--- src/rtl/ddc_pkg.sv ---
package ddc_pkg;

    // Field widths
    localparam int ERR_W  = 17;
    localparam int SPD_W  = 8;
    localparam int STR_W  = 8;
    localparam int DUTY_W = 14;
    localparam int INT_W  = 15;

    // Default speed scale
    localparam int DEFAULT_MAX_SPEED = 100;

    // Duty and integrator limits
    localparam int POWER_MIN  = 400;
    localparam int POWER_MAX  = 12100;
    localparam int INT_MAX    = 11000;
    localparam int INT_MIN    = -500;
    localparam int DUTY_MIN   = POWER_MAX / 4;
    localparam int INNER_MIN  = POWER_MIN / 2;
    localparam int STEER_LIM  = 45;
    localparam int SERVO_GAIN = 125;
    localparam int SERVO_DIV  = 9;
    localparam int SERVO_BASE = 1250;

    // Result buffer depth: a drive item writes four beats
    localparam int RES_MAX = 4;
    localparam int CNT_W   = $clog2(RES_MAX + 1);

    // Request codes
    typedef enum logic [1:0] {
        REQ_PI    = 2'd0,
        REQ_DRIVE = 2'd1,
        REQ_STOP  = 2'd2
    } t_req;

    // PWM channel codes
    localparam logic [1:0] CH_LEFT  = 2'd0;
    localparam logic [1:0] CH_RIGHT = 2'd1;
    localparam logic [1:0] CH_SERVO = 2'd2;

    typedef struct packed {
        logic [1:0]              req_type;
        logic signed [ERR_W-1:0] error;
        logic signed [SPD_W-1:0] speed;
        logic signed [STR_W-1:0] steer;
    } t_item;

    typedef struct packed {
        logic [1:0]        channel;
        logic [DUTY_W-1:0] duty;
        logic              reverse;
        logic              last;
    } t_result;

    typedef struct packed {
        logic signed [INT_W-1:0] left_int;
        logic signed [INT_W-1:0] right_int;
        logic                    halted;
    } t_state;

    // Load request from the core into the result buffer
    typedef struct packed {
        logic             load;
        logic [CNT_W-1:0] cnt;
    } t_load;

endpackage

--- src/rtl/ddc_calc.sv ---
module ddc_calc import ddc_pkg::*; #(
    parameter int MAX_SPEED = DEFAULT_MAX_SPEED
) (
    input  t_item                     i_item,
    input  t_state                    i_state,
    output t_state                    o_state,
    output t_result [RES_MAX-1:0]     o_res,
    output logic [CNT_W-1:0]          o_cnt
);

    localparam int PW_N    = MAX_SPEED + 1;
    localparam int PW_IW   = $clog2(PW_N);
    localparam int SRV_N   = 2 * STEER_LIM + 1;
    localparam int SRV_IW  = $clog2(SRV_N);
    localparam int SUM_W   = ERR_W + 3;
    localparam int DUTY_XW = ERR_W + 6;

    // Power table: speed magnitude to wheel duty, floor at minimum power
    logic [DUTY_W-1:0] pw_lut [PW_N];
    for (genvar g = 0; g < PW_N; g++) begin : g_pw
        localparam int RAW = (g * POWER_MAX) / MAX_SPEED;
        localparam int PW  = (RAW < POWER_MIN) ? POWER_MIN : RAW;
        assign pw_lut[g] = DUTY_W'(PW);
    end

    // Servo table: offset (limit - steer) to servo duty
    logic [DUTY_W-1:0] srv_lut [SRV_N];
    for (genvar g = 0; g < SRV_N; g++) begin : g_srv
        localparam int SD = (g * SERVO_GAIN) / SERVO_DIV + SERVO_BASE;
        assign srv_lut[g] = DUTY_W'(SD);
    end

    // PI path: integrators move by -/+ 2*error, duties by -/+ 20*error
    logic signed [SUM_W-1:0]   err_x2;
    logic signed [SUM_W-1:0]   sum_l;
    logic signed [SUM_W-1:0]   sum_r;
    logic signed [INT_W-1:0]   int_l;
    logic signed [INT_W-1:0]   int_r;
    logic signed [DUTY_XW-1:0] err_ext;
    logic signed [DUTY_XW-1:0] err_x20;
    logic signed [DUTY_XW-1:0] u_l;
    logic signed [DUTY_XW-1:0] u_r;
    logic [DUTY_W-1:0]         duty_l;
    logic [DUTY_W-1:0]         duty_r;

    assign err_x2  = {{2{i_item.error[ERR_W-1]}}, i_item.error, 1'b0};
    assign sum_l   = SUM_W'(i_state.left_int) - err_x2;
    assign sum_r   = SUM_W'(i_state.right_int) + err_x2;

    always_comb begin
        if (sum_l < INT_MIN) begin
            int_l = INT_W'(INT_MIN);
        end else if (sum_l > INT_MAX) begin
            int_l = INT_W'(INT_MAX);
        end else begin
            int_l = sum_l[INT_W-1:0];
        end
        if (sum_r < INT_MIN) begin
            int_r = INT_W'(INT_MIN);
        end else if (sum_r > INT_MAX) begin
            int_r = INT_W'(INT_MAX);
        end else begin
            int_r = sum_r[INT_W-1:0];
        end
    end

    assign err_ext = DUTY_XW'(i_item.error);
    assign err_x20 = (err_ext <<< 4) + (err_ext <<< 2);
    assign u_l     = DUTY_XW'(int_l) - err_x20;
    assign u_r     = DUTY_XW'(int_r) + err_x20;

    always_comb begin
        if (u_l < DUTY_MIN) begin
            duty_l = DUTY_W'(DUTY_MIN);
        end else if (u_l > POWER_MAX) begin
            duty_l = DUTY_W'(POWER_MAX);
        end else begin
            duty_l = u_l[DUTY_W-1:0];
        end
        if (u_r < DUTY_MIN) begin
            duty_r = DUTY_W'(DUTY_MIN);
        end else if (u_r > POWER_MAX) begin
            duty_r = DUTY_W'(POWER_MAX);
        end else begin
            duty_r = u_r[DUTY_W-1:0];
        end
    end

    // Drive path: direction, power lookup, servo lookup, inner wheel
    logic                    drv_rev;
    logic [SPD_W-1:0]        mag;
    logic [SPD_W-1:0]        mag_lim;
    logic [DUTY_W-1:0]       power;
    logic                    steer_over;
    logic signed [STR_W-1:0] steer_cl;
    logic [STR_W-1:0]        srv_off;
    logic [DUTY_W-1:0]       servo;
    logic                    inner_rev;
    logic [1:0]              inner_ch;

    // -128 negates to 8'h80, read unsigned as 128
    assign drv_rev = i_item.speed[SPD_W-1];
    assign mag     = drv_rev ? (~i_item.speed + 1'b1) : i_item.speed;
    assign mag_lim = (mag > SPD_W'(MAX_SPEED)) ? SPD_W'(MAX_SPEED) : mag;
    assign power   = pw_lut[mag_lim[PW_IW-1:0]];

    assign steer_over = (i_item.steer > STEER_LIM) || (i_item.steer < -STEER_LIM);
    always_comb begin
        if (i_item.steer > STEER_LIM) begin
            steer_cl = STR_W'(STEER_LIM);
        end else if (i_item.steer < -STEER_LIM) begin
            steer_cl = STR_W'(-STEER_LIM);
        end else begin
            steer_cl = i_item.steer;
        end
    end
    assign srv_off   = STR_W'(STEER_LIM) - steer_cl;
    assign servo     = srv_lut[srv_off[SRV_IW-1:0]];
    assign inner_rev = steer_over ? ~drv_rev : drv_rev;
    assign inner_ch  = i_item.steer[STR_W-1] ? CH_LEFT : CH_RIGHT;

    // Result list and state update per request kind
    always_comb begin
        o_state = i_state;
        o_res   = '0;
        o_cnt   = '0;
        case (t_req'(i_item.req_type))
            REQ_PI: begin
                o_state.left_int  = int_l;
                o_state.right_int = int_r;
                if (!i_state.halted) begin
                    o_res[0] = '{channel: CH_LEFT,  duty: duty_l, reverse: 1'b0, last: 1'b0};
                    o_res[1] = '{channel: CH_RIGHT, duty: duty_r, reverse: 1'b0, last: 1'b1};
                    o_cnt    = CNT_W'(2);
                end
            end
            REQ_DRIVE: begin
                if (!i_state.halted) begin
                    o_res[0] = '{channel: CH_LEFT,  duty: power, reverse: drv_rev, last: 1'b0};
                    o_res[1] = '{channel: CH_RIGHT, duty: power, reverse: drv_rev, last: 1'b0};
                    o_res[2] = '{channel: CH_SERVO, duty: servo, reverse: 1'b0,    last: 1'b0};
                    o_res[3] = '{channel: inner_ch, duty: power >> 1,
                                 reverse: inner_rev, last: 1'b1};
                    o_cnt    = CNT_W'(4);
                end
            end
            REQ_STOP: begin
                o_res[0] = '{channel: CH_LEFT,  duty: DUTY_W'(POWER_MIN),
                             reverse: 1'b0, last: 1'b0};
                o_res[1] = '{channel: CH_RIGHT, duty: DUTY_W'(POWER_MIN),
                             reverse: 1'b0, last: 1'b1};
                o_cnt          = CNT_W'(2);
                o_state.halted = 1'b1;
            end
            default: begin
                o_cnt = '0;
            end
        endcase
    end

endmodule

--- src/rtl/ddc_res_q.sv ---
module ddc_res_q import ddc_pkg::*; (
    input  logic                  i_clk,
    input  logic                  i_rst_n,
    input  t_load                 i_load,
    input  t_result [RES_MAX-1:0] i_res,
    input  logic                  i_pop,
    output logic                  o_valid,
    output logic                  o_free,
    output t_result               o_head
);

    logic [CNT_W-1:0]      r_cnt;
    logic [CNT_W-1:0]      n_cnt;
    t_result [RES_MAX-1:0] r_buf;
    t_result [RES_MAX-1:0] n_buf;
    logic                  pop;

    assign o_valid = (r_cnt != '0);
    assign o_head  = r_buf[0];
    assign pop     = o_valid && i_pop;
    // Free when empty or when the final beat leaves this cycle
    assign o_free  = !o_valid || ((r_cnt == CNT_W'(1)) && i_pop);

    // Next count and contents: load replaces, pop shifts towards the head
    always_comb begin
        n_cnt = r_cnt;
        n_buf = r_buf;
        if (i_load.load) begin
            n_cnt = i_load.cnt;
            n_buf = i_res;
        end else if (pop) begin
            n_cnt = r_cnt - CNT_W'(1);
            for (int k = 0; k < RES_MAX - 1; k++) begin
                n_buf[k] = r_buf[k+1];
            end
        end
    end

    always_ff @(posedge i_clk) begin
        if (!i_rst_n) begin
            r_cnt <= '0;
        end else begin
            r_cnt <= n_cnt;
        end
    end

    always_ff @(posedge i_clk) begin
        r_buf <= n_buf;
    end

endmodule

--- src/rtl/differential_drive_controller.sv ---
// Channel  | Dir | Handshake                  | Beat contents
// ---------+-----+----------------------------+-----------------------------------
// request  | in  | i_in_valid / o_in_ready    | i_req_type i_error i_speed i_steer
// pwm      | out | o_out_valid / i_out_ready  | o_channel o_duty o_reverse o_last
//
// A request waits in the input register until the result buffer is free,
// then is worked out and dropped into the four-entry buffer in one step;
// the first PWM beat shows the cycle after. The buffer drains one beat a
// cycle while i_out_ready is high. Drive gives 4 beats, PI and stop 2;
// drive and PI give none once halted. The next request moves in as the
// final beat leaves. Reset (synchronous, low) empties both stages and
// restores the integrators to 12100 and clears the halted flag. A stall on
// i_out_ready holds the head beat and backs up into o_in_ready.
module differential_drive_controller import ddc_pkg::*; #(
    parameter int MAX_SPEED = DEFAULT_MAX_SPEED
) (
    input  logic                    i_clk,
    input  logic                    i_rst_n,
    input  logic                    i_in_valid,
    output logic                    o_in_ready,
    input  logic [1:0]              i_req_type,
    input  logic signed [ERR_W-1:0] i_error,
    input  logic signed [SPD_W-1:0] i_speed,
    input  logic signed [STR_W-1:0] i_steer,
    output logic                    o_out_valid,
    input  logic                    i_out_ready,
    output logic [1:0]              o_channel,
    output logic [DUTY_W-1:0]       o_duty,
    output logic                    o_reverse,
    output logic                    o_last
);

    logic                  r_in_vld;
    t_item                 r_item;
    t_state                r_state;
    t_state                n_state;
    t_result [RES_MAX-1:0] calc_res;
    logic [CNT_W-1:0]      calc_cnt;
    t_load                 q_load;
    logic                  q_free;
    t_result               q_head;
    logic                  xfer;

    // Request moves into the result buffer once the buffer frees up
    assign xfer       = r_in_vld && q_free;
    assign o_in_ready = !r_in_vld || xfer;

    always_ff @(posedge i_clk) begin
        if (!i_rst_n) begin
            r_in_vld <= 1'b0;
        end else if (o_in_ready) begin
            r_in_vld <= i_in_valid;
        end
    end

    always_ff @(posedge i_clk) begin
        if (o_in_ready && i_in_valid) begin
            r_item <= '{req_type: i_req_type, error: i_error,
                        speed: i_speed, steer: i_steer};
        end
    end

    // Controller state, updated as each request is committed
    always_ff @(posedge i_clk) begin
        if (!i_rst_n) begin
            r_state <= '{left_int: INT_W'(POWER_MAX), right_int: INT_W'(POWER_MAX),
                         halted: 1'b0};
        end else if (xfer) begin
            r_state <= n_state;
        end
    end

    ddc_calc #(
        .MAX_SPEED (MAX_SPEED)
    ) u_calc (
        .i_item  (r_item),
        .i_state (r_state),
        .o_state (n_state),
        .o_res   (calc_res),
        .o_cnt   (calc_cnt)
    );

    assign q_load = '{load: xfer, cnt: calc_cnt};

    ddc_res_q u_res_q (
        .i_clk   (i_clk),
        .i_rst_n (i_rst_n),
        .i_load  (q_load),
        .i_res   (calc_res),
        .i_pop   (i_out_ready),
        .o_valid (o_out_valid),
        .o_free  (q_free),
        .o_head  (q_head)
    );

    assign o_channel = q_head.channel;
    assign o_duty    = q_head.duty;
    assign o_reverse = q_head.reverse;
    assign o_last    = q_head.last;

endmodule

--- config.mk ---
export PLATFORM = sky130hd
export DESIGN_NAME = differential_drive_controller
export DESIGN_NICKNAME = d
export VERILOG_FILES = /design/src/rtl/ddc_pkg.sv /design/src/rtl/ddc_calc.sv /design/src/rtl/ddc_res_q.sv /design/src/rtl/differential_drive_controller.sv
export SDC_FILE = /design/constraint.sdc
export NUM_CORES = 1
export LEC_CHECK = 0
export BUFFER_PORTS_ARGS = -buffer_cell sky130_fd_sc_hd__buf_2
export CAP_MARGIN = 10
export CORE_MARGIN = 2
export CORE_UTILIZATION = 30
export CTS_BUF_LIST = sky130_fd_sc_hd__clkbuf_8
export DETAILED_ROUTE_END_ITERATION = 7
export PLACE_DENSITY = 0.47
export SYNTH_ARGS = -nofsm -noshare
export SYNTH_HDL_FRONTEND = slang
export SYNTH_SLANG_ARGS = --single-unit
--- constraint.sdc ---
create_clock -name i_clk -period 8.85 [get_ports i_clk]
set_clock_uncertainty 0.1 [all_clocks]
set_input_delay 2.655 -clock i_clk [delete_from_list [all_inputs] [get_ports i_clk]]
set_output_delay 2.655 -clock i_clk [all_outputs]
set_load 0.01 [all_outputs]
==> results of run 1 <==
[registers in the layout, summed over array words and instances (netlist names)]
| register | count |
|---|---|
| u_res_q.r_buf | 51 |
| r_item | 35 |
| r_state | 31 |
| u_res_q.o_head | 18 |
| u_res_q.r_cnt | 3 |
| r_in_vld | 1 |
[cells in the mapped netlist (6+ instances only)]
master                      count
sky130_fd_sc_hd__nand2b_1      21
sky130_fd_sc_hd__nor3b_1        6
sky130_fd_sc_hd__o2111ai_1      9
sky130_fd_sc_hd__mux2i_1       10
sky130_fd_sc_hd__xnor2_1       57
sky130_fd_sc_hd__o21a_1        18
sky130_fd_sc_hd__or2_2         11
sky130_fd_sc_hd__o211ai_1      27
sky130_fd_sc_hd__a211o_1        7
sky130_fd_sc_hd__and2_1        25
sky130_fd_sc_hd__a21o_1        37
sky130_fd_sc_hd__buf_4         16
sky130_fd_sc_hd__a221o_1       12
sky130_fd_sc_hd__a2111oi_0      6
sky130_fd_sc_hd__a22o_1         6
sky130_fd_sc_hd__nand2_1      181
sky130_fd_sc_hd__edfxtp_1     104
sky130_fd_sc_hd__nand3b_1       6
sky130_fd_sc_hd__inv_1        111
sky130_fd_sc_hd__ha_1         125
sky130_fd_sc_hd__and3_1         8
sky130_fd_sc_hd__nor3_1        34
sky130_fd_sc_hd__xor2_1        22
sky130_fd_sc_hd__a221oi_1       9
sky130_fd_sc_hd__clkbuf_1      65
sky130_fd_sc_hd__nor4_1        12
sky130_fd_sc_hd__o21ai_0      118
sky130_fd_sc_hd__o31a_1         8
sky130_fd_sc_hd__a211oi_1      33
sky130_fd_sc_hd__a21oi_1      152
sky130_fd_sc_hd__nand3_1       50
sky130_fd_sc_hd__o21bai_1      16
sky130_fd_sc_hd__nor2b_1       25
sky130_fd_sc_hd__a31oi_1       26
sky130_fd_sc_hd__o22ai_1        7
sky130_fd_sc_hd__nand4_1        7
sky130_fd_sc_hd__a21boi_0       8
sky130_fd_sc_hd__dfxtp_1       35
sky130_fd_sc_hd__o31ai_1       12
sky130_fd_sc_hd__nor2_1       125
sky130_fd_sc_hd__or3_1         17
[timing repair]
| action | 4_1_cts | 5_1_grt |
|---|---|---|
| hold endpoints to repair | 0 | 0 |
| buffers inserted | 0 | 2 |
| resized for setup | 0 | 2 |
| setup endpoints to repair | 0 | 11 |
[per-layer routing]
layer	share of wire (%)	up-vias	wire, microns	GRT usage, %
met1	46	6144	20900	25.0
met2	48	285	21500	31.9
met3	3.5	47	1590	2.64
li1	-	6265	-	-
met4	2.6	0	1150	5.96
met5	0	-	0	0
[worst min-delay path, delay by kind of cell (launching register included)]
kind             cells  cell delay (ns)
AO/OA/AOI/OAI        1             0.05
AND/OR/NAND/NOR      1             0.05
flip-flops           1             0.33
[logic make-up after synthesis]
family          after synthesis
xor+xnor                     79
flops                       139
mux                          13
fa+ha+maj                   130
simple gates                548
compound gates              584
buf+inv                     200
[how the worst min path moves through the flow]
stage	to	depth (start not counted)	slack, ns	start
final	r_state[23]	2	0.37	r_state[23]
after global placement	r_state[21]	2	0.35	r_state[21]
after global routing	r_state[22]	2	0.40	r_state[22]
after detailed placement	r_state[23]	2	0.36	r_state[23]
after floorplan	r_state[1]	2	0.33	r_state[1]
after CTS	r_state[2]	2	0.37	r_state[2]
[stage by stage]
step	utilization, %	std cells
global route	33.1	2316
global placement	32.1	2282
floorplan	-	1693
CTS	33.0	2314
detailed placement	32.1	2282
finish	33.1	2316
[power by group through the flow]
stage / Sequential [uW] / Combinational [uW] / Clock, uW
floorplan: 1050 / 2840 / 0
global placement: 1090 / 3780 / 0
detailed placement: 1090 / 3780 / 0
CTS: 1080 / 3810 / 578
global route: 1100 / 4230 / 606
finish: 1080 / 3840 / 563
[final cells by class]
cell class	count	area, sq um	area share, %
multi-input cells	1354	9130	60.9
well taps	600	751	5.01
inverters	113	424	2.83
clock buffers	17	234	1.56
repair buffers	78	440	2.94
flip-flops and latches	139	3820	25.5
clock inverters	15	186	1.24
==> impl.org, run 1 <==
** Outcome
- Status :: complete, no violations

** Final layout
- Most frequent standard cell in the layout excluding fill and tap cells :: sky130_fd_sc_hd__nand2_1
- The number of antenna diodes in the final layout is 0.
- Fraction of final layout cells sized beyond drive strength 1 :: 9.03%
- From synthesis to final layout, the design area changed by 9.02%.
- After routing the design area is 15,000 sq um.
- # fillers :: 4,827
- In the layout the commonest cells are sky130_fd_sc_hd__nand2_1 (180), sky130_fd_sc_hd__a21oi_1 (151), sky130_fd_sc_hd__nor2_1 (125), sky130_fd_sc_hd__ha_1 (125), sky130_fd_sc_hd__o21ai_0 (117).
- Post-layout net count :: 1,872

** Pwr
- Share of total power in the clock network :: 10.3%
- Net switching is 52.8% of the power.
- Overall power consumption after layout is estimated at 5480 uW.
- Part of the total power dissipated in sequential elements :: 19.6%
- Combinational logic burns 70.1% of the power.
- Internal power component :: 2590 uW
- Lkg Pwr :: 0.00596 uW
- Power density over cell area :: 366 nW/um^2
- Worst IR drop on VDD :: 0.000147 V
- In this run the power spent charging and discharging nets is 2890 uW.

** Global route
- The first global-routing pass estimated 70,400 microns of wire.
- Entering global routing, the biggest net connects 66 pins.
- Number of antenna violations at the first check in global routing :: 0
- The total overflow left after global routing is 0.
- Via count of the first global-routing pass :: 12,396
- Global routing consumed, over all layers together, 19.0% of the routing resources.

** Worst setup path
- The worst setup path is launched from a flip-flop.
- Critical setup path kind :: flip-flop to flip-flop
- Crit. End Element :: flip-flop
- The worst register-to-register path ends at u_res_q.o_head[7].
- At the worst endpoint, the required time is 9.05 ns.
- The slowest stage of the critical path is the sky130_fd_sc_hd__or4_1 cell.
- By instance count, the cell type seen most on the critical path is sky130_fd_sc_hd__o21ai_0.
- The critical path starts at r_item[16].
- Setup slack of the most critical reg-to-reg path :: 0.79 ns
- Worst reg-to-reg path cell count :: 30
- Max Fanout on Critical Path :: 7
- Crit path capture :: u_res_q.o_head[7]
- The critical path runs through a total of 30 cells.
- Slowest Stage Delay on Critical Path :: 0.57 ns
- Crit Reg-Reg Startpoint :: r_item[16]
- Top cell family by delay on the critical path :: compound AO/OA/AOI/OAI gates
- At the worst endpoint, the arrival time is 8.25 ns.
- Together, buffers and inverters on the worst path number 1.

** Yosys
- The biggest area contributor in the post-synthesis netlist is sky130_fd_sc_hd__edfxtp_1.
- The synthesized design contains 104 enable-type register cells.
- Synthesis produced a netlist whose cell count is 1,693.
- Synthesized-area fraction occupied by ao, oa, aoi and oai cells :: 28.8%
- Yosys mapped the design onto 94 distinct sky130hd cell types.
- Synthesis inferred 139 register bits.
- The number of nets in the synthesized netlist is 1,862.
- Most instantiated flip-flop cell in the synthesis netlist :: sky130_fd_sc_hd__edfxtp_1
- Yosys warns :: 0
- Mean instance size in the synthesized netlist :: 8.12 sq um
- The synthesized netlist devotes 12.1% of its cell area to adder and majority cells.
- After synthesis, the share of flip-flops with an asynchronous set or reset is 0%.
- By area the synthesized netlist is led by sky130_fd_sc_hd__edfxtp_1 (23%), sky130_fd_sc_hd__ha_1 (11%), sky130_fd_sc_hd__a21oi_1 (5.5%), sky130_fd_sc_hd__dfxtp_1 (5.1%), sky130_fd_sc_hd__nand2_1 (4.9%).
- Of the total synthesized cell area, the portion taken by XOR and XNOR cells is 5.03%.
- Share of Yosys cell area claimed by the top area cell type :: 22.7%
- The portion of synthesized area spent on multiplexers is 0.974%.
- The synthesized netlist occupies a cell area of 13,700 sq um.
- Largest family of logic cells by synthesized area :: compound AO/OA/AOI/OAI gates
- After Yosys synthesis, and, or, nand and nor cells account for 19.3% of the synthesized area.
- Sequential fraction of the synthesis area :: 27.8%

** STA
- The final hold violation count came to 0.
- Timing would allow up to 0.124 GHz.
- Setup violations remaining at the end of the flow were counted as 0.
- The worst path in the final design needs a cycle of 8.06 ns, including I/O delays and setup.
- Final total negative setup slack :: 0 ns
- At the pin with the least slew margin, the transition time is 1.10 ns.
- The final critical path takes up 91.0% of the cycle.
- Setup repair after global routing left no endpoint under its margin.
- The tightest hold path in the finished design has a slack of 0.370 ns.
- Number of slew-limit violations in the final report :: 0
- Headroom to the max-slew limit came out at 26.6%.
- Slack of the critical path :: 0.794 ns

** Die
- The floorplan step defined a die boundary enclosing 47,600 sq um.
- Row count :: 78
- DIE HEIGHT :: 218 microns
- The core region is 45,300 sq um.
- Once the floorplan was initialized, standard cells occupied 30.4% of the core.
- DIE WIDTH :: 218 microns
- 59 I/O pins were placed.

** Detailed routing
- Once detail routing completed, the nets flagged for antenna violations numbered 0.
- Residual DRC :: 0
- Violation count after the first detailed-route iteration :: 984
- The final route contains 12,741 vias.
- After detailed routing, the number of vias per cell comes to 5.50.
- Before antenna repair, the detailed router went through 6 iterations.
- Detailed-route wire length per cell :: 19.5 microns
- Wires add up to 45,100 microns.

** CTS
- No sink is reached through more buffers than the 2 on the longest clock path.
- Clock-pin slew reported for the worst setup and hold paths after clock tree synthesis :: 0.10 ns
- Sink count of the clock tree :: 139
- The clock tree synthesis step divided the H-tree into 4 levels.
- Cts bufs inserted :: 17
- Worst-Skew Late Latency :: 0.53 ns
- TritonCTS built the clock tree.
- In this run, post-CTS hold repair placed 0 buffers.
- Root buffer cell :: sky130_fd_sc_hd__clkbuf_8

** Placed design
- OpenSTA, run right after detailed placement, puts the worst setup slack at 0.631 ns.
- In this run the cell area measured after placement is 14,500 sq um.
- Port-buffer cells :: 58
- DPL Wire Length :: 34,200 microns
- Final RePlAce weighted congestion :: 0.884

** Flow run
- Number of maximum-capacitance constraint violations :: 0

** Worst hold path
- Worst Hold Class :: flip-flop to flip-flop
Power figures use the tool's default switching activity.
==> run 2: changes to the inputs <==
Settings changed: CORE_ASPECT_RATIO from default to 0.6.
==> run 2 against run 1 <==
  * Combinational power increased by 3%
  * Highest routed layer unchanged
  * Routed wire length increased by 5.8%
  * Register-to-register slack got worse by 0.14 ns
  * Sequential share of layout area about the same
  * Critical endpoint is now u_res_q.o_head[14]
==> impl.org, run 2 (same netlist as run 1, synthesis figures left out) <==
** Worst setup path
- Data arrival at the endpoint of the critical path :: 8.43 ns
- STA classifies the critical path startpoint as a flip-flop.
- The largest single stage delay on the critical path is 0.54 ns.
- Required arrival time at the worst endpoint :: 9.08 ns
- Worst reg-to-reg path cell count :: 29
- Max stage delay cell, worst path :: sky130_fd_sc_hd__a2111o_1
- Crit. End Element :: flip-flop
- The setup path with the least slack is of type flip-flop to flip-flop.
- Most frequent cell on the critical path :: sky130_fd_sc_hd__o21ai_0
- Of all nets on the critical path, the largest fanout is 5.

** Detailed routing
- First-pass iteration count of the detailed router :: 5
- In the final routed layout, each cell accounts on average for 20.7 microns.
- After the first detailed-routing iteration, the DRC count stood at 1,379.
- Number of routed nets with antenna violations :: 0
- For this block, the routed nets add up to 47,800 microns of wire.
- After detailed routing, the number of remaining DRC violations is 0.
- Across all layers, the routed design uses 13,049 vias.
- Via density :: 5.64

** STA
- Endpoints failing setup :: 0
- Number of slew-limit violations in the final report :: 0
- At the pin with the least slew margin, the transition time is 1.09 ns.
- For the final routed database, the setup TNS stands at 0 ns.
- Min cycle time layout :: 8.20 ns
- Setup repair after global routing left no endpoint under its margin.
- Period utilisation layout :: 92.6%
- Timing would allow up to 0.122 GHz.
- After layout, the worst setup slack is 0.655 ns.
- In this run the tightest slew margin relative to its limit is 26.5%.
- The final hold violation count was 0.
- Final hold slack :: 0.363 ns

** Die
- Full die area :: 47,600 sq um
- Row generation in the floorplan step produced 60 rows.
- Count of pins on the block boundary :: 59
- DIE HEIGHT :: 170 microns
- DIE WIDTH :: 280 microns
- Core outline area :: 45,000 sq um
- Initial core utilization :: 30.5%

** Global route
- Global-route wire length before repair :: 72,500 microns
- Entering global routing, the biggest net connects 66 pins.
- Final global-route overflow total :: 0
- The number of antenna violations at the first check in global routing came to 1.
- The number of global-route vias before repair was 11,601.
- For this run, the total global-route usage over all layers was measured as 20.1%.

** Pwr
- Power spread over the standard cell area amounts to 371 nW/um^2.
- In this run the static leakage power is 0.00596 uW.
- The worst-case IR drop observed on VDD is 0.000140 V.

** CTS
- Clock-pin slew reported for the worst setup and hold paths after clock tree synthesis :: 0.09 ns
- Root buffer cell :: sky130_fd_sc_hd__clkbuf_8
- Counting the buffers created by CTS gives 17.
- Sink count of the clock tree :: 139
- CTS tree :: yes
- The clock reaches the later pin of the worst-skew pair after 0.50 ns.
- Maximum buffer depth of the clock tree :: 2
- After clock tree synthesis, the flow added hold-fix buffers numbering 0.
- Maximum level of the CTS H-tree :: 4

** Final layout
- Counting the fill cells in the layout gives 4,752.
- Register bank with the most flops :: u_res_q.r_buf
- The register with the most flip-flops in the layout has 51 of them.
- Most frequent standard cell in the layout excluding fill and tap cells :: sky130_fd_sc_hd__nand2_1
- Cells with a size suffix above 1 make up 9.40% of the layout.
- Post-synthesis to final-layout area growth :: 8.95%
- At the end of the flow, the number of nets in the layout was 1,879.
- The largest registers in the layout are u_res_q.r_buf: 51 flops, r_item: 35 flops, r_state: 31 flops.
- Highest-count cells in the layout ignoring fill and taps :: sky130_fd_sc_hd__nand2_1 (180), sky130_fd_sc_hd__a21oi_1 (151), sky130_fd_sc_hd__nor2_1 (125), sky130_fd_sc_hd__ha_1 (125), sky130_fd_sc_hd__o21ai_0 (117)

** Placed design
- Before CTS, the worst setup slack after placement is 0.562 ns.
- In this run the tool buffered the top-level ports with 58 buffer cells.
- At the end of routability-driven placement, the weighted congestion stood at 0.947.
- Summed over all nets, the half-perimeter wirelength after detailed placement is 37,300 microns.

** Flow run
- Number of maximum-capacitance constraint violations :: 0

** Worst hold path
- The path class of the tightest hold or removal check is flip-flop to flip-flop.
- Worst hold path stage count :: 2

** Outcome
- The flow ran to the end, and the final reports show no timing, DRC or antenna violations.
==> run 2: where the power goes <==
part	total [uW]	switching, uW	internal [uW]
clock	522	301	221
combinational	3960	2560	1400
sequential	1080	99.5	976
total	5560	2960	2600
==> run 2: area by class of cell <==
cell class | instances | area [sq um] | area share [%]
diodes | 1 | 2.50 | 0.0167
clock buffers | 17 | 234 | 1.56
clock inverters | 15 | 126 | 0.844
inverters | 113 | 428 | 2.86
multi-input cells | 1354 | 9140 | 61.0
flip-flops and latches | 139 | 3820 | 25.5
well taps | 589 | 737 | 4.92
repair buffers | 85 | 493 | 3.29
==> run 2: what timing repair did <==
item,in CTS,in global routing
setup endpoints to repair,0,14
resized for setup,0,6
buffers inserted,0,3
==> run 2: metal layers <==
metal / up-vias / track usage [%] / wire length (microns)
met1: 6248 / 34.6 / 27100
met4: 0 / 3.19 / 425
met3: 30 / 4.45 / 3800
met2: 476 / 23.8 / 16500
met5: - / 0 / 0
li1: 6295 / - / -
==> run 2: final timing paths <==
path | startpoint | to | slack [ns]
worst max-delay path | r_item[17] | u_res_q.o_head[14] | 0.65
worst min-delay path | r_state[2] | r_state[2] | 0.36
worst max register to register | r_item[17] | u_res_q.o_head[14] | 0.65
worst min register to register | r_state[2] | r_state[2] | 0.36
==> run 2: worst max-delay path, delay by kind of cell (launching register included) <==
family	cells	cell delay (ns)
xor gates and xnor gates	1	0.28
buffers and inverters	1	0.27
DFF	1	0.48
and+or+nand+nor	9	1.88
AOI/OAI and AO/OA	16	4.40
adders and majority gates	2	0.62
==> run 2: metrics by stage <==
stage | power, uW | utilization [%] | area [sq um] | cells
floorplan | 3890 | - | 13700 | 1693
global placement | 4960 | 32.4 | 14600 | 2277
detailed placement | 4940 | 32.4 | 14600 | 2277
CTS | 5490 | 33.2 | 14900 | 2309
global route | 5980 | 33.3 | 15000 | 2312
finish | 5560 | 33.3 | 15000 | 2313
